===== src/rtl/core/stack_machine_arithmetic_unit_core_defines.svh =====
// Assertion macros for the stack machine arithmetic unit.
// Included by the modules that carry concurrent checks; no other dependencies.
`ifndef STACK_MACHINE_ARITHMETIC_UNIT_CORE_DEFINES_SVH
`define STACK_MACHINE_ARITHMETIC_UNIT_CORE_DEFINES_SVH

// Same-cycle implication, checked out of reset
`define SMAU_ASSERT_NOW(name, clk, rst_n, ante, cons, msg) \
  name: assert property (@(posedge clk) disable iff (!rst_n) (ante) |-> (cons)) \
    else $error(msg);

// Next-cycle implication, checked out of reset
`define SMAU_ASSERT_NEXT(name, clk, rst_n, ante, cons, msg) \
  name: assert property (@(posedge clk) disable iff (!rst_n) (ante) |=> (cons)) \
    else $error(msg);

`endif


===== src/rtl/core/smau_pkg.sv =====
// Shared types, codes and helper functions for the stack machine arithmetic unit.
// Used by every module of the block but smau_ram; depends on nothing.
package smau_pkg;

  localparam int DATA_W            = 32;
  localparam int MODE_W            = 3;
  localparam int STATUS_W          = 3;
  localparam int STACK_DEPTH_DEF   = 256;
  localparam int FRACTION_BITS_DEF = 16;

  // Instruction codes
  typedef enum logic [MODE_W-1:0] {
    MODE_RETURN = 3'd0,
    MODE_PUSH   = 3'd1,
    MODE_NEGATE = 3'd2,
    MODE_ADD    = 3'd3,
    MODE_SUB    = 3'd4,
    MODE_MUL    = 3'd5,
    MODE_DIV    = 3'd6
  } mode_t;

  // Result status codes
  typedef enum logic [STATUS_W-1:0] {
    STAT_OK        = 3'd0,
    STAT_RETURNED  = 3'd1,
    STAT_UNDERFLOW = 3'd2,
    STAT_OVERFLOW  = 3'd3,
    STAT_DIVZERO   = 3'd4
  } status_t;

  // How the stack changes when the instruction retires
  typedef enum logic [1:0] {
    CLS_NONE,  // stack untouched
    CLS_PUSH,  // spill top, load constant, depth + 1
    CLS_TOS,   // replace top
    CLS_POP    // replace top with result, depth - 1
  } cls_t;

  // Which execution path the instruction takes after decode
  typedef enum logic [1:0] {
    PATH_SIMPLE,
    PATH_MUL,
    PATH_DIV
  } path_t;

  // Controller states
  typedef enum logic [2:0] {
    S_IDLE,
    S_EXEC,
    S_MUL,
    S_MUL_SAT,
    S_DIV_INIT,
    S_DIV_STEP,
    S_DIV_SAT,
    S_DONE
  } state_t;

  // Controller to datapath commands
  typedef struct packed {
    logic load;
    logic exec;
    logic mul;
    logic mul_sat;
    logic div_init;
    logic div_step;
    logic div_sat;
    logic commit;
  } cmd_t;

  // Datapath to controller status
  typedef struct packed {
    path_t path;
  } sts_t;

  // Quotient bits the divider produces: the dividend is 32 + f bits wide,
  // anything needing more than 33 bits saturates anyway.
  function automatic int div_steps(input int f);
    div_steps = (DATA_W + f < DATA_W + 1) ? DATA_W + f : DATA_W + 1;
  endfunction

  // Saturate a 33-bit signed sum to 32 bits
  function automatic logic [DATA_W-1:0] sat33(input logic [DATA_W:0] s);
    if (s[DATA_W] != s[DATA_W-1]) begin
      sat33 = s[DATA_W] ? {1'b1, {(DATA_W-1){1'b0}}} : {1'b0, {(DATA_W-1){1'b1}}};
    end else begin
      sat33 = s[DATA_W-1:0];
    end
  endfunction

  // Apply a sign to an unsigned magnitude and saturate
  function automatic logic [DATA_W-1:0] sat_mag(input logic [63:0] mag, input logic neg);
    logic big;
    big = (mag[63:DATA_W-1] != '0);
    if (neg) begin
      sat_mag = big ? {1'b1, {(DATA_W-1){1'b0}}} : (~mag[DATA_W-1:0] + DATA_W'(1));
    end else begin
      sat_mag = big ? {1'b0, {(DATA_W-1){1'b1}}} : mag[DATA_W-1:0];
    end
  endfunction

endpackage


===== src/rtl/core/smau_ctrl.sv =====
// Controller FSM: sequences decode, multiply, iterative divide and retire.
// Depends on smau_pkg and the assertion macro header.
`include "stack_machine_arithmetic_unit_core_defines.svh"

module smau_ctrl #(
  parameter int FRACTION_BITS = smau_pkg::FRACTION_BITS_DEF
) (
  input  logic            clk,
  input  logic            rst_n,
  input  logic            in_valid,
  output logic            in_stall,
  output logic            out_valid,
  input  logic            out_stall,
  output smau_pkg::cmd_t  cmd,
  input  smau_pkg::sts_t  sts
);

  localparam int QB = smau_pkg::div_steps(FRACTION_BITS);
  localparam int CW = $clog2(QB);
  localparam logic [CW-1:0] CNT_LAST = CW'(QB - 1);

  smau_pkg::state_t state_r, state_nxt;
  logic [CW-1:0]    cnt_r, cnt_nxt;
  logic             out_valid_r, out_valid_nxt;

  // State and counter registers
  always_ff @(posedge clk) begin
    if (!rst_n) begin
      state_r     <= smau_pkg::S_IDLE;
      cnt_r       <= '0;
      out_valid_r <= 1'b0;
    end else begin
      state_r     <= state_nxt;
      cnt_r       <= cnt_nxt;
      out_valid_r <= out_valid_nxt;
    end
  end

  // Next state and commands
  always_comb begin
    state_nxt = state_r;
    cnt_nxt   = cnt_r;
    cmd       = '0;
    in_stall  = 1'b1;
    case (state_r)
      smau_pkg::S_IDLE: begin
        in_stall = 1'b0;
        if (in_valid) begin
          cmd.load  = 1'b1;
          state_nxt = smau_pkg::S_EXEC;
        end
      end
      smau_pkg::S_EXEC: begin
        cmd.exec = 1'b1;
        case (sts.path)
          smau_pkg::PATH_MUL: state_nxt = smau_pkg::S_MUL;
          smau_pkg::PATH_DIV: state_nxt = smau_pkg::S_DIV_INIT;
          default:            state_nxt = smau_pkg::S_DONE;
        endcase
      end
      smau_pkg::S_MUL: begin
        cmd.mul   = 1'b1;
        state_nxt = smau_pkg::S_MUL_SAT;
      end
      smau_pkg::S_MUL_SAT: begin
        cmd.mul_sat = 1'b1;
        state_nxt   = smau_pkg::S_DONE;
      end
      smau_pkg::S_DIV_INIT: begin
        cmd.div_init = 1'b1;
        cnt_nxt      = '0;
        state_nxt    = smau_pkg::S_DIV_STEP;
      end
      smau_pkg::S_DIV_STEP: begin
        cmd.div_step = 1'b1;
        cnt_nxt      = cnt_r + CW'(1);
        if (cnt_r == CNT_LAST) begin
          state_nxt = smau_pkg::S_DIV_SAT;
        end
      end
      smau_pkg::S_DIV_SAT: begin
        cmd.div_sat = 1'b1;
        state_nxt   = smau_pkg::S_DONE;
      end
      smau_pkg::S_DONE: begin
        // retire once the output register is free or being drained
        if (!out_valid_r || !out_stall) begin
          cmd.commit = 1'b1;
          state_nxt  = smau_pkg::S_IDLE;
        end
      end
      default: state_nxt = smau_pkg::S_IDLE;
    endcase
  end

  // Output valid: set on retire, held while the consumer stalls
  assign out_valid_nxt = cmd.commit || (out_valid_r && out_stall);
  assign out_valid     = out_valid_r;

  `SMAU_ASSERT_NEXT(a_accept_to_exec, clk, rst_n, in_valid && !in_stall,
    state_r == smau_pkg::S_EXEC, "accepted transaction did not enter decode")
  `SMAU_ASSERT_NOW(a_commit_room, clk, rst_n, cmd.commit,
    !out_valid_r || !out_stall, "retire would overwrite a pending result")
  `SMAU_ASSERT_NEXT(a_div_len, clk, rst_n,
    state_r == smau_pkg::S_DIV_STEP && cnt_r == CNT_LAST,
    state_r == smau_pkg::S_DIV_SAT, "divide did not end after last quotient bit")

endmodule


===== config.mk =====
export PLATFORM = sky130hd
export DESIGN_NAME = smau_ctrl
export DESIGN_NICKNAME = d
export VERILOG_FILES = /design/src/rtl/core/smau_pkg.sv /design/src/rtl/core/smau_ctrl.sv
export VERILOG_INCLUDE_DIRS = /design/src /design/src/rtl/core
export SDC_FILE = /design/constraint.sdc
export NUM_CORES = 1
export LEC_CHECK = 0
export ABC_AREA = 1
export ABC_CLOCK_PERIOD_IN_PS = 2250
export BUFFER_PORTS_ARGS = -buffer_cell sky130_fd_sc_hd__buf_4
export CAP_MARGIN = 40
export CORE_AREA = 5 5 42 44
export CTS_CLUSTER_DIAMETER = 30
export DETAILED_ROUTE_END_ITERATION = 16
export DIE_AREA = 0 0 47 49
export PLACE_DENSITY = 0.72
export SLEW_MARGIN = 15
export SYNTH_ARGS = -nofsm -noshare
export SYNTH_HDL_FRONTEND = slang
export SYNTH_SLANG_ARGS = --single-unit

===== constraint.sdc =====
create_clock -name clk -period 2.25 [get_ports clk]
set_input_delay 0.45 -clock clk [delete_from_list [all_inputs] [get_ports clk]]
set_output_delay 0.45 -clock clk [all_outputs]
set_load 0.02 [all_outputs]

==> impl_results.html, run 1 <==
<table>
<tr><th>Metric</th><th>Value</th></tr>
<tr><th colspan="2">Run status</th></tr>
<tr><td>Result of the run</td><td>completed</td></tr>
<tr><th colspan="2">STA</th></tr>
<tr><td>Endpoints failing hold</td><td>0</td></tr>
<tr><td>Final number of setup-violating endpoints</td><td>0</td></tr>
<tr><td>Max frequency</td><td>581 MHz</td></tr>
<tr><td>Fin Setup TNS</td><td>0 ns</td></tr>
<tr><td>Final Cycle Share</td><td>approximately three quarters</td></tr>
<tr><td>Worst slew margin relative to its limit</td><td>83.5%</td></tr>
<tr><td>Unrepaired setup endpoints after global routing</td><td>false</td></tr>
<tr><td>Final Critical Period</td><td>1.72 ns</td></tr>
<tr><td>Worst clock skew</td><td>0.00157 ns</td></tr>
<tr><td>Slew Viols, Final</td><td>0</td></tr>
<tr><td>Tightest Pin Transition</td><td>0.247 ns</td></tr>
<tr><th colspan="2">Setup path</th></tr>
<tr><td>Data required time of the worst path</td><td>1.80 ns</td></tr>
<tr><td>Worst EP arrival</td><td>1.27 ns</td></tr>
<tr><td>Worst R2R Path Depth</td><td>8</td></tr>
<tr><td>Highest fanout seen on the critical path</td><td>8</td></tr>
<tr><td>Critical Setup Path Class</td><td>reg2out</td></tr>
<tr><td>Nature of the critical path startpoint</td><td>register</td></tr>
<tr><td>CP Capture Type</td><td>output pin</td></tr>
<tr><th colspan="2">Die</th></tr>
<tr><td>Num rows</td><td>14</td></tr>
<tr><td>Die outline height</td><td>49 um</td></tr>
<tr><td>Top-level port count</td><td>16</td></tr>
<tr><td>DIE AREA</td><td>2300 um2</td></tr>
<tr><td>Die X-Extent</td><td>47 um</td></tr>
<tr><td>Core area</td><td>1400 um2</td></tr>
<tr><td>Initial core utilization</td><td>46.4%</td></tr>
<tr><th colspan="2">Detailed routing</th></tr>
<tr><td>Avg WL per Cell</td><td>10.1 um</td></tr>
<tr><td>Via-per-instance ratio</td><td>just under 5</td></tr>
<tr><td>Via count</td><td>670</td></tr>
<tr><td>Number of iterations in the first detailed-routing pass</td><td>4</td></tr>
<tr><td>DRC violation total after the first TritonRoute iteration</td><td>13</td></tr>
<tr><td>Wire length reported by the detailed router</td><td>1370 um</td></tr>
<tr><td>Number of nets still failing antenna checks after routing</td><td>0</td></tr>
<tr><td>Detailed-route DRC error count</td><td>0</td></tr>
<tr><th colspan="2">Yosys</th></tr>
<tr><td>Area share of and/or/nand/nor cells after synthesis</td><td>about 36%</td></tr>
<tr><td>Library cell with the highest instance count after synthesis</td><td>sky130_fd_sc_hd__nand2_1</td></tr>
<tr><td>Ranking of synthesized cells by area</td><td>sky130_fd_sc_hd__dfxtp_1 (31%), sky130_fd_sc_hd__nand2_1 (14%), sky130_fd_sc_hd__inv_1 (9.2%)</td></tr>
<tr><td>FFs w/ async S/R, synth</td><td>0%</td></tr>
<tr><td>Area fraction in compound gates after synthesis</td><td>13.1%</td></tr>
<tr><td>Main combinational cell family by area after synthesis</td><td>simple AND/OR/NAND/NOR gates</td></tr>
<tr><td>Average instance area after synthesis</td><td>6.51 um2</td></tr>
<tr><td>Cell count after synthesis</td><td>100</td></tr>
<tr><td>Arithmetic-cell share of the synthesized area counting full adders, half adders and majority gates</td><td>7.69%</td></tr>
<tr><td>Number of flops mapped to enable cells by yosys</td><td>0</td></tr>
<tr><td>Post-Synth XOR/XNOR Area</td><td>0%</td></tr>
<tr><td>Number of flip-flops and latches in the synthesized netlist</td><td>10</td></tr>
<tr><td>Net Count, Synth</td><td>between 100 and 150</td></tr>
<tr><td>Most common flop cell mapped by yosys</td><td>sky130_fd_sc_hd__dfxtp_1</td></tr>
<tr><td>Yosys warnings</td><td>0</td></tr>
<tr><td>Distinct cells, synth</td><td>22</td></tr>
<tr><td>Fraction of the yosys area taken by sequential cells</td><td>30.8%</td></tr>
<tr><td>Multiplexer area fraction after synthesis</td><td>0%</td></tr>
<tr><td>Mapped cell area</td><td>651 um2</td></tr>
<tr><td>Synth area leader</td><td>sky130_fd_sc_hd__dfxtp_1</td></tr>
<tr><td>Area share of the largest cell type after synthesis</td><td>30.8%</td></tr>
<tr><td>Synth cell count leaders</td><td>sky130_fd_sc_hd__nand2_1 (24), sky130_fd_sc_hd__inv_1 (16), sky130_fd_sc_hd__nor2_1 (11)</td></tr>
<tr><th colspan="2">GRT</th></tr>
<tr><td>Global-route wire length before repair</td><td>2300 um</td></tr>
<tr><td>Number of global-route vias before repair</td><td>between 500 and 600</td></tr>
<tr><td>Largest net degree at the start of global routing</td><td>10</td></tr>
<tr><td>Antenna violations before repair</td><td>0</td></tr>
<tr><td>Gr ovfl total</td><td>0</td></tr>
<tr><td>Global router's overall resource usage</td><td>14.0%</td></tr>
<tr><th colspan="2">Finish</th></tr>
<tr><td>Layout filler cell count</td><td>140</td></tr>
<tr><td>Total number of nets in the final design</td><td>130</td></tr>
<tr><td>Number of antenna repair diodes</td><td>0</td></tr>
<tr><td>Synthesis-to-finish area growth</td><td>26.0%</td></tr>
<tr><td>Area occupied by registers</td><td>200 um2</td></tr>
<tr><td>Area taken by multi-input logic gates</td><td>370 um2</td></tr>
<tr><td>Share of final-layout standard cells stronger than drive strength 1</td><td>24.4%</td></tr>
<tr><td>Final non-filler cell area</td><td>820 um2</td></tr>
<tr><th colspan="2">Clock tree</th></tr>
<tr><td>Clock tree from TritonCTS</td><td>built</td></tr>
<tr><td>Maximum root-to-sink buffer count</td><td>2</td></tr>
<tr><td>Clock insertion delay at the later pin of the skew report</td><td>0.27 ns</td></tr>
<tr><td>Clock root buffer master</td><td>sky130_fd_sc_hd__clkbuf_4</td></tr>
<tr><td>Clock-pin slew on the worst setup and hold paths</td><td>0.07 ns</td></tr>
<tr><td>TritonCTS Sinks</td><td>10</td></tr>
<tr><td>H-Tree Level Count</td><td>1</td></tr>
<tr><td>Gates resized, CTS repair</td><td>0</td></tr>
<tr><td>Number of buffers added by the clock tree synthesis step</td><td>3</td></tr>
<tr><td>Hold buffer count at cts</td><td>0</td></tr>
<tr><td>Post-CTS setup buffers</td><td>0</td></tr>
<tr><th colspan="2">Min path</th></tr>
<tr><td>Cell count of the worst hold path</td><td>3</td></tr>
<tr><td>Worst min path class</td><td>in2reg</td></tr>
<tr><th colspan="2">Placement</th></tr>
<tr><td>RePlAce Congestion</td><td>0.925</td></tr>
<tr><td>Total cell area at the placement stage</td><td>783 um2</td></tr>
<tr><td>Hpwl dp</td><td>1080 um</td></tr>
<tr><td>Input/output buffers</td><td>15</td></tr>
<tr><th colspan="2">Pwr</th></tr>
<tr><td>Switching Share</td><td>about 38%</td></tr>
<tr><td>Max rail drop VDD</td><td>438 uV</td></tr>
<tr><td>Power share of the clock group</td><td>27.9%</td></tr>
<tr><td>Sw Pwr</td><td>0.234 mW</td></tr>
<tr><td>Internal</td><td>0.376 mW</td></tr>
<tr><td>Combinational share of power</td><td>36.8%</td></tr>
<tr><td>Sequential share of power</td><td>35.3%</td></tr>
<tr><td>Overall power consumption</td><td>0.610 mW</td></tr>
<tr><td>Leak</td><td>0.411 nW</td></tr>
<tr><td>PwrDens</td><td>744 nW/um2</td></tr>
<tr><th colspan="2">Job</th></tr>
<tr><td>Count of maximum capacitance violations</td><td>0</td></tr>
</table>
## area by class of cell
cell class,instances,area share (%)
multi-input cells,70,45.2
flip-flops and latches,10,24.4
repair buffers,15,13.7
inverters,20,9.77
clock buffers,4,4.43
well taps,16,2.44
## flip-flops by register name, indices dropped and copies added, names as in the netlist
name and flops:
state_r 3, cnt_r 6, out_valid 1
## final timing paths
path	start	end	slack, ns
max	state_r[2]$_SDFFE_PN0P_	cmd[0]	0.53
min	rst_n	cnt_r[5]$_SDFFE_PN0P_	0.44
max reg2reg	cnt_r[0]$_SDFFE_PN0P_	state_r[2]$_SDFFE_PN0P_	0.97
min reg2reg	out_valid$_SDFF_PN0_	out_valid$_SDFF_PN0_	0.50
## cells in the final DEF, fill, tap and decap left out, drive strengths merged
cell type  instances
nand2             26
inv               19
buf               15
nor2              12
dfxtp             10
nand3              9
a21oi              7
o21ai              5
ha                 4
clkbuf             4
nor3               2
clkinv             1
and2               1
nand4              1
a22oi              1
o22ai              1
o21a               1
## metal layers
metal	vias to the layer above	wire length [um]	GRT usage, %
met1	281	598	16.9
li1	352	-	-
met5	-	0	0
met3	9	99	3.32
met4	0	67	12.9
met2	28	605	19.2
## power by group through the flow
stage | clock network (mW) | registers [mW] | logic, mW
6_report | 0.170 | 0.215 | 0.224
5_1_grt | 0.190 | 0.217 | 0.251
4_1_cts | 0.179 | 0.214 | 0.226
3_5_place_dp | 0 | 0.219 | 0.224
3_3_place_gp | 0 | 0.217 | 0.224
2_1_floorplan | 0 | 0.215 | 0.152
## cells by family after synthesis
group,count (synthesis)
AND/OR/NAND/NOR,51
buffers and inverters,20
AO/OA/AOI/OAI,15
flip-flops,10
adder cells (fa/ha/maj),4
## per-stage QoR
| stage | utilization (%) | setup WS [ns] | hold WS (ns) | cells |
|---|---|---|---|---|
| after global placement | 55.9 | 0.845 | 0.493 | 131 |
| after global routing | 58.5 | 0.368 | 0.446 | 135 |
| after CTS | 58.5 | 0.509 | 0.432 | 135 |
| after floorplan | - | 0.778 | 0.468 | 100 |
| after detailed placement | 55.9 | 0.830 | 0.493 | 131 |
| final | 58.5 | 0.529 | 0.442 | 135 |
## worst max-delay path, cell delays in order, from the launching register on
cell and delay, ns:
sky130_fd_sc_hd__dfxtp_1 0.45, sky130_fd_sc_hd__inv_2 0.11, sky130_fd_sc_hd__nor2_1 0.15, sky130_fd_sc_hd__inv_1 0.07, sky130_fd_sc_hd__nor2_1 0.08, sky130_fd_sc_hd__buf_4 0.14
Note: power is estimated with default switching activity, not from simulation.
==> run 2, diff against run 1 <==
ABC_CLOCK_PERIOD_IN_PS = 1600   (was 2250)
CORE_AREA = not set   (was 5 5 42 44)
CORE_MARGIN = 5   (was not set)
CORE_UTILIZATION = 50   (was not set)
DIE_AREA = not set   (was 0 0 47 49)
PLACE_DENSITY = 0.74   (was 0.72)
clock period = 1.6 ns   (was 2.25 ns; I/O delays follow)
==> impl_results.html, run 2 (synthesized netlist as in run 1, its figures left out) <==
<table>
<tr><th>Metric</th><th>Value</th></tr>
<tr><th colspan="2">GRT</th></tr>
<tr><td>Gr ovfl total</td><td>0 (unchanged)</td></tr>
<tr><td>Largest net degree at the start of global routing</td><td>10 (unchanged)</td></tr>
<tr><td>Global-route wire length before repair</td><td>2480 um (+7.5%)</td></tr>
<tr><td>Antenna violations before repair</td><td>0 (unchanged)</td></tr>
<tr><td>Global router's overall resource usage</td><td>16.7% (+2.7 points)</td></tr>
<tr><td>Number of global-route vias before repair</td><td>647 (+14%)</td></tr>
<tr><th colspan="2">Placement</th></tr>
<tr><td>RePlAce Congestion</td><td>0.966 (+4.3%)</td></tr>
<tr><td>Hpwl dp</td><td>1140 um (+6.0%)</td></tr>
<tr><td>Input/output buffers</td><td>15 (unchanged)</td></tr>
<tr><td>Setup slack at placement</td><td>0.296 ns (-0.534 ns)</td></tr>
<tr><th colspan="2">Detailed routing</th></tr>
<tr><td>Via count</td><td>694 (+3.6%)</td></tr>
<tr><td>Detailed-route DRC error count</td><td>0 (unchanged)</td></tr>
<tr><td>Number of iterations in the first detailed-routing pass</td><td>4 (unchanged)</td></tr>
<tr><td>Avg WL per Cell</td><td>11.4 um (+12%)</td></tr>
<tr><td>DRC violation total after the first TritonRoute iteration</td><td>11 (-2)</td></tr>
<tr><td>Number of nets still failing antenna checks after routing</td><td>0 (unchanged)</td></tr>
<tr><td>Via-per-instance ratio</td><td>5.18 (+4.4%)</td></tr>
<tr><td>Wire length reported by the detailed router</td><td>1530 um (+11%)</td></tr>
<tr><th colspan="2">Finish</th></tr>
<tr><td>Share of final-layout standard cells stronger than drive strength 1</td><td>28.6% (+4.2 points)</td></tr>
<tr><td>Largest reg by FF count</td><td>cnt_r</td></tr>
<tr><td>Commonest non-fill, non-tap cell in the layout</td><td>sky130_fd_sc_hd__nand2_1</td></tr>
<tr><td>Total number of nets in the final design</td><td>130 (unchanged)</td></tr>
<tr><td>Number of antenna repair diodes</td><td>0 (unchanged)</td></tr>
<tr><td>Max reg flops</td><td>6 (unchanged)</td></tr>
<tr><td>Synthesis-to-finish area growth</td><td>29.0%</td></tr>
<tr><td>Highest-count cells in the layout ignoring fill and taps</td><td>sky130_fd_sc_hd__nand2_1 (24), sky130_fd_sc_hd__inv_1 (16), sky130_fd_sc_hd__buf_4 (15), sky130_fd_sc_hd__nor2_1 (9), sky130_fd_sc_hd__nand3_1 (8)</td></tr>
<tr><th colspan="2">Min path</th></tr>
<tr><td>Cell count of the worst hold path</td><td>3 (unchanged)</td></tr>
<tr><td>Worst min path class</td><td>in2reg</td></tr>
<tr><th colspan="2">Die</th></tr>
<tr><td>Core area</td><td>1270 um2 (-9.5%)</td></tr>
<tr><td>Num rows</td><td>13 (-1)</td></tr>
<tr><td>Initial core utilization</td><td>51.3% (+4.9 points)</td></tr>
<tr><td>DIE AREA</td><td>2120 um2 (-7.8%)</td></tr>
<tr><td>Top-level port count</td><td>16 (unchanged)</td></tr>
<tr><td>Die outline height</td><td>46.1 um (-6.0%)</td></tr>
<tr><td>Die X-Extent</td><td>46.1 um (-2.0%)</td></tr>
<tr><th colspan="2">Pwr</th></tr>
<tr><td>Leak</td><td>0.413 nW (+0.58%)</td></tr>
<tr><td>Max rail drop VDD</td><td>739 uV (+69%)</td></tr>
<tr><td>PwrDens</td><td>1050 nW/um2 (+41%)</td></tr>
<tr><td>Overall power consumption</td><td>0.880 mW (+44%)</td></tr>
<tr><th colspan="2">STA</th></tr>
<tr><td>Worst clock skew</td><td>0.00272 ns (+0.00116 ns)</td></tr>
<tr><td>Max frequency</td><td>approximately 670 MHz</td></tr>
<tr><td>Tightest Pin Transition</td><td>0.198 ns (-0.0494 ns)</td></tr>
<tr><td>Slew Viols, Final</td><td>0 (unchanged)</td></tr>
<tr><td>Final Cycle Share</td><td>94.0%</td></tr>
<tr><td>Endpoints failing hold</td><td>0 (unchanged)</td></tr>
<tr><td>Final Critical Period</td><td>~1.5 ns</td></tr>
<tr><td>Worst slew margin relative to its limit</td><td>86.8% (+3.3 points)</td></tr>
<tr><td>Smallest setup slack after layout</td><td>0.0967 ns (-0.432 ns)</td></tr>
<tr><td>Final number of setup-violating endpoints</td><td>0 (unchanged)</td></tr>
<tr><th colspan="2">Setup path</th></tr>
<tr><td>Worst R2R Path Depth</td><td>8 (unchanged)</td></tr>
<tr><td>Critical Setup Path Class</td><td>reg2out</td></tr>
<tr><td>Worst EP arrival</td><td>1.18 ns (-0.09 ns)</td></tr>
<tr><td>CP Capture Type</td><td>output pin</td></tr>
<tr><td>Nature of the critical path startpoint</td><td>register</td></tr>
<tr><td>Data required time of the worst path</td><td>1.28 ns (-0.52 ns)</td></tr>
<tr><td>Highest fanout seen on the critical path</td><td>6 (-2)</td></tr>
<tr><th colspan="2">Clock tree</th></tr>
<tr><td>TritonCTS Sinks</td><td>10 (unchanged)</td></tr>
<tr><td>Clock-pin slew on the worst setup and hold paths</td><td>0.08 ns (about the same)</td></tr>
<tr><td>Hold buffer count at cts</td><td>0 (unchanged)</td></tr>
<tr><td>Number of buffers added by the clock tree synthesis step</td><td>3 (unchanged)</td></tr>
<tr><td>Post-CTS setup buffers</td><td>0 (unchanged)</td></tr>
<tr><td>Gates resized, CTS repair</td><td>1 (+1)</td></tr>
<tr><td>Clock insertion delay at the later pin of the skew report</td><td>0.28 ns (about the same)</td></tr>
<tr><td>Clock root buffer master</td><td>sky130_fd_sc_hd__clkbuf_4</td></tr>
<tr><td>Maximum root-to-sink buffer count</td><td>2 (unchanged)</td></tr>
<tr><td>H-Tree Level Count</td><td>1 (unchanged)</td></tr>
<tr><td>Clock tree from TritonCTS</td><td>built</td></tr>
<tr><th colspan="2">Job</th></tr>
<tr><td>Count of maximum capacitance violations</td><td>0 (unchanged)</td></tr>
<tr><th colspan="2">Run status</th></tr>
<tr><td>Result of the run</td><td>completed</td></tr>
</table>
run 2: cell types whose count changed in the layout (fill, tap and decap cells not counted):
cell / delta
sky130_fd_sc_hd__nor2_1: -2
sky130_fd_sc_hd__nor2_4: +1
sky130_fd_sc_hd__nor2_2: +1
sky130_fd_sc_hd__dfxtp_1: -3
sky130_fd_sc_hd__dfxtp_4: +3
run 2: worst paths after layout:
kind / start / to / slack, ns
hold reg to reg: cnt_r[1]$_SDFFE_PN0P_ / cnt_r[1]$_SDFFE_PN0P_ / 0.51
hold / removal: rst_n / cnt_r[5]$_SDFFE_PN0P_ / 0.31
setup reg to reg: cnt_r[0]$_SDFFE_PN0P_ / state_r[2]$_SDFFE_PN0P_ / 0.31
setup / recovery: state_r[1]$_SDFFE_PN0P_ / cmd[0] / 0.1
run 2: worst max-delay path: stages, from the launching register on:
cell,delay [ns]
sky130_fd_sc_hd__dfxtp_4,0.39
sky130_fd_sc_hd__nand2_1,0.12
sky130_fd_sc_hd__nor2_4,0.11
sky130_fd_sc_hd__inv_1,0.06
sky130_fd_sc_hd__nor2_1,0.08
sky130_fd_sc_hd__buf_4,0.14
run 2: power breakdown:
group          total (mW)  internal (mW)  switching, mW
clock network       0.243          0.138          0.104
registers           0.314          0.276         0.0374
logic               0.324          0.124          0.200
total               0.880          0.539          0.342
run 2: final cells by class:
cell class | instances | area (um2)
Tap cell | 15 | 18.8
Timing Repair Buffer | 15 | 113
Multi-Input combinational cell | 70 | 380
Sequential cell | 10 | 211
Clock buffer | 4 | 36.3
Inverter | 20 | 80.1
Fill cell | 119 | 429
run 2: metrics by stage:
stage               setup TNS (ns)  std cells  cell area (um2)  hold slack [ns]  utilization (%)
floorplan                        0        100              651            0.446                -
global placement                 0        130              782            0.489             61.6
detailed placement               0        130              782            0.496             61.6
CTS                              0        134              820            0.308             64.6
global route               -0.0115        134              840            0.318             66.2
finish                           0        134              840            0.314             66.2
run 2: metal layers:
layer | global-route usage, % | wire [um] | vias up
met5 | 0 | 0 | -
met3 | 5.08 | 61 | 5
li1 | - | - | 357
met4 | 15.3 | 43 | 0
met2 | 26.9 | 784 | 17
met1 | 16.9 | 637 | 315
==> run 3, diff against run 2 <==
CORE_AREA = 5 5 42 44   (was not set)
CORE_MARGIN = not set   (was 5)
CORE_UTILIZATION = not set   (was 50)
CTS_BUF_LIST = sky130_fd_sc_hd__clkbuf_2   (was not set)
DIE_AREA = 0 0 47 49   (was not set)
PLACE_DENSITY = 0.72   (was 0.74)
==> impl_results.html, run 3 (synthesized netlist as in run 1, its figures left out) <==
<table>
<tr><th>Metric</th><th>Value</th></tr>
<tr><th colspan="2">Run status</th></tr>
<tr><td>Result of the run</td><td>completed</td></tr>
<tr><th colspan="2">Detailed routing</th></tr>
<tr><td>Detailed-route DRC error count</td><td>0 (unchanged)</td></tr>
<tr><td>Number of nets still failing antenna checks after routing</td><td>0 (unchanged)</td></tr>
<tr><td>Avg WL per Cell</td><td>9.99 um (-12%)</td></tr>
<tr><td>Via count</td><td>668 (-3.7%)</td></tr>
<tr><td>Number of iterations in the first detailed-routing pass</td><td>4 (unchanged)</td></tr>
<tr><td>Via-per-instance ratio</td><td>4.95 (-4.5%)</td></tr>
<tr><td>DRC violation total after the first TritonRoute iteration</td><td>13 (+2)</td></tr>
<tr><td>Wire length reported by the detailed router</td><td>1350 um (-12%)</td></tr>
<tr><th colspan="2">GRT</th></tr>
<tr><td>Met2 demand-to-capacity share in global routing</td><td>18.8% (-8.1 points)</td></tr>
<tr><td>Antenna violations before repair</td><td>0 (unchanged)</td></tr>
<tr><td>Number of global-route vias before repair</td><td>565 (-13%)</td></tr>
<tr><td>Largest net degree at the start of global routing</td><td>10 (unchanged)</td></tr>
<tr><td>M1 GR Usage</td><td>15.8% (-1.2 points)</td></tr>
<tr><td>Fraction of met3 tracks used by global routing</td><td>5.90% (+0.83 points)</td></tr>
<tr><td>Peak-usage layer in the global routing report</td><td>met2</td></tr>
<tr><td>Global-route wire length before repair</td><td>2160 um (-13%)</td></tr>
<tr><td>Gr ovfl total</td><td>0 (unchanged)</td></tr>
<tr><td>Global router's overall resource usage</td><td>13.1% (-3.6 points)</td></tr>
<tr><th colspan="2">STA</th></tr>
<tr><td>Endpoints failing hold</td><td>0 (unchanged)</td></tr>
<tr><td>Slew Viols, Final</td><td>0 (unchanged)</td></tr>
<tr><td>Final number of setup-violating endpoints</td><td>0 (unchanged)</td></tr>
<tr><td>Worst hold slack</td><td>0.319 ns (+0.00587 ns)</td></tr>
<tr><td>Unrepaired setup endpoints after global routing</td><td>true</td></tr>
<tr><td>Final Critical Period</td><td>1.50 ns (+0.00159 ns)</td></tr>
<tr><td>Max frequency</td><td>664 MHz (-0.11%)</td></tr>
<tr><td>Tightest Pin Transition</td><td>0.191 ns (-0.00709 ns)</td></tr>
<tr><td>Worst clock skew</td><td>0.00624 ns (+0.00352 ns)</td></tr>
<tr><td>Final Cycle Share</td><td>94.1% (+0.099 points)</td></tr>
<tr><td>Worst slew margin relative to its limit</td><td>87.2% (+0.44 points)</td></tr>
<tr><th colspan="2">Setup path</th></tr>
<tr><td>Most frequent cell on the critical path</td><td>sky130_fd_sc_hd__nor2_1</td></tr>
<tr><td>CP Buf/Inv Count</td><td>2 (unchanged)</td></tr>
<tr><td>End of the worst register-to-register path</td><td>state_r[2]$_SDFFE_PN0P_</td></tr>
<tr><td>Startpoint of the most critical register-to-register path</td><td>cnt_r[0]$_SDFFE_PN0P_</td></tr>
<tr><td>Delay of the slowest cell on the worst path</td><td>0.41 ns (+0.02 ns)</td></tr>
<tr><td>CP Capture Type</td><td>output pin</td></tr>
<tr><td>Cell type group with the largest total delay on the critical path</td><td>flip-flops</td></tr>
<tr><td>Critical Setup Path Class</td><td>reg2out</td></tr>
<tr><td>Highest fanout seen on the critical path</td><td>6 (unchanged)</td></tr>
<tr><td>CP startpoint</td><td>state_r[1]$_SDFFE_PN0P_</td></tr>
<tr><td>Worst EP arrival</td><td>1.18 ns (about the same)</td></tr>
<tr><td>Data required time of the worst path</td><td>1.28 ns (about the same)</td></tr>
<tr><td>Register-to-Register Setup Slack</td><td>0.32 ns (about the same)</td></tr>
<tr><td>Worst R2R Path Depth</td><td>8 (unchanged)</td></tr>
<tr><td>Nature of the critical path startpoint</td><td>register</td></tr>
<tr><td>Ordered cell list for the critical path</td><td>nand2_1 -&gt; nor2_1 -&gt; inv_1 -&gt; nor2_1 -&gt; buf_4</td></tr>
<tr><td>Highest-delay cell along the critical path</td><td>sky130_fd_sc_hd__dfxtp_2</td></tr>
<tr><th colspan="2">Finish</th></tr>
<tr><td>Synthesis-to-finish area growth</td><td>24.6%</td></tr>
<tr><td>Largest reg by FF count</td><td>cnt_r</td></tr>
<tr><td>Core occupancy in the finished layout</td><td>57.9% (-8.3 points)</td></tr>
<tr><td>Highest-count cells in the layout ignoring fill and taps</td><td>sky130_fd_sc_hd__nand2_1 (24), sky130_fd_sc_hd__inv_1 (16), sky130_fd_sc_hd__buf_4 (15), sky130_fd_sc_hd__nor2_1 (11), sky130_fd_sc_hd__nand3_1 (8)</td></tr>
<tr><td>Max reg flops</td><td>6 (unchanged)</td></tr>
<tr><td>Number of antenna repair diodes</td><td>0 (unchanged)</td></tr>
<tr><td>Total number of nets in the final design</td><td>130 (unchanged)</td></tr>
<tr><td>Commonest non-fill, non-tap cell in the layout</td><td>sky130_fd_sc_hd__nand2_1</td></tr>
<tr><td>Final non-filler cell area</td><td>811 um2 (-3.4%)</td></tr>
<tr><td>Share of final-layout standard cells stronger than drive strength 1</td><td>26.1% (-2.5 points)</td></tr>
<tr><th colspan="2">Die</th></tr>
<tr><td>Die outline height</td><td>49 um (+6.4%)</td></tr>
<tr><td>DIE AREA</td><td>2300 um2 (+8.5%)</td></tr>
<tr><td>Top-level port count</td><td>16 (unchanged)</td></tr>
<tr><td>Initial core utilization</td><td>46.4% (-4.9 points)</td></tr>
<tr><td>Num rows</td><td>14 (+1)</td></tr>
<tr><td>Die X-Extent</td><td>47 um (+2.0%)</td></tr>
<tr><td>Core area</td><td>1400 um2 (+10%)</td></tr>
<tr><th colspan="2">Pwr</th></tr>
<tr><td>Switching Share</td><td>41.5% (+2.6 points)</td></tr>
<tr><td>Leak</td><td>0.405 nW (-1.9%)</td></tr>
<tr><td>Combinational share of power</td><td>40.9% (+4.1 points)</td></tr>
<tr><td>PwrDens</td><td>951 nW/um2 (-9.3%)</td></tr>
<tr><td>Max rail drop VDD</td><td>559 uV (-24%)</td></tr>
<tr><td>Power share of the clock group</td><td>18.9% (-8.7 points)</td></tr>
<tr><td>Sw Pwr</td><td>0.320 mW (-6.4%)</td></tr>
<tr><td>Internal</td><td>0.451 mW (-16%)</td></tr>
<tr><td>Sequential share of power</td><td>40.2% (+4.6 points)</td></tr>
<tr><th colspan="2">Clock tree</th></tr>
<tr><td>TritonCTS Sinks</td><td>10 (unchanged)</td></tr>
<tr><td>Clock tree from TritonCTS</td><td>built</td></tr>
<tr><td>Clock-pin slew on the worst setup and hold paths</td><td>0.11 ns (+0.03 ns)</td></tr>
<tr><td>Clock root buffer master</td><td>sky130_fd_sc_hd__clkbuf_2</td></tr>
<tr><td>Number of buffers added by the clock tree synthesis step</td><td>3 (unchanged)</td></tr>
<tr><td>H-Tree Level Count</td><td>1 (unchanged)</td></tr>
<tr><td>Maximum root-to-sink buffer count</td><td>2 (unchanged)</td></tr>
<tr><td>Clock insertion delay at the later pin of the skew report</td><td>0.26 ns (-0.02 ns)</td></tr>
<tr><td>Hold buffer count at cts</td><td>0 (unchanged)</td></tr>
<tr><th colspan="2">Placement</th></tr>
<tr><td>Hpwl dp</td><td>1090 um (-4.9%)</td></tr>
<tr><td>Total cell area at the placement stage</td><td>783 um2 (+0.16%)</td></tr>
<tr><td>RePlAce Congestion</td><td>0.943 (-2.3%)</td></tr>
<tr><td>Input/output buffers</td><td>15 (unchanged)</td></tr>
<tr><th colspan="2">Min path</th></tr>
<tr><td>Worst min path class</td><td>in2reg</td></tr>
<tr><td>Cell count of the worst hold path</td><td>3 (unchanged)</td></tr>
<tr><td>Launch instance of the worst min-delay path</td><td>rst_n</td></tr>
<tr><td>Worst Hold End</td><td>cnt_r[5]$_SDFFE_PN0P_</td></tr>
<tr><th colspan="2">Job</th></tr>
<tr><td>Count of maximum capacitance violations</td><td>0 (unchanged)</td></tr>
</table>
==> run 3: cell types whose count changed in the layout (fill, tap and decap cells not counted), sizes merged <==
cell and change:
clkbuf -1, clkinv +1
==> run 3: worst max-delay path by stage <==
stage,to,slack [ns],cells after the start
after floorplan,cmd[7],0.26,3
after global placement,state_r[2]$_SDFFE_PN0P_,0.32,8
after detailed placement,cmd[0],0.29,5
after CTS,cmd[0],0.006,5
after global routing,cmd[0],-0.03,5
final,cmd[0],0.1,5
==> run 3: final cells by class <==
class / count / area (um2)
Timing Repair Buffer: 15 / 113
Tap cell: 16 / 20.0
Clock inverter: 1 / 3.75
Clock buffer: 3 / 15.0
Inverter: 20 / 80.1
Fill cell: 141 / 591
Sequential cell: 10 / 209
Multi-Input combinational cell: 70 / 370
==> run 3: worst min-delay path, cell delays in order <==
cell and delay [ns]:
sky130_fd_sc_hd__buf_4 0.13, sky130_fd_sc_hd__nand2_1 0.06, sky130_fd_sc_hd__nor2_1 0.03
==> run 3: metrics by stage <==
stage	power, mW	setup TNS (ns)	std cells	setup slack [ns]
3_5_place_dp	0.624	0	131	0.290
3_3_place_gp	0.620	0	131	0.323
4_1_cts	0.777	0	135	0.00552
6_report	0.771	0	135	0.0951
5_1_grt	0.842	-0.0721	135	-0.0297
2_1_floorplan	0.516	0	100	0.258
==> run 3: metal layers <==
layer	wire [um]	vias up
met3	89	4
li1	-	350
met1	624	295
met2	614	19
met5	0	-
met4	21	0
==> run 3: timing repair <==
action                                  4_1_cts  5_1_grt
cloned                                        0        0
hold endpoints to repair                      0        0
endpoints found under the setup margin        1        4
buffers inserted                              0        0
resized for setup                             2        3
==> run 3: power groups by stage <==
| stage | clock (mW) | combinational, mW | sequential, mW |
|---|---|---|---|
| after detailed placement | 0 | 0.316 | 0.308 |
| after floorplan | 0 | 0.213 | 0.303 |
| after global routing | 0.175 | 0.351 | 0.316 |
| final | 0.146 | 0.315 | 0.310 |
| after global placement | 0 | 0.313 | 0.306 |
| after CTS | 0.155 | 0.318 | 0.304 |
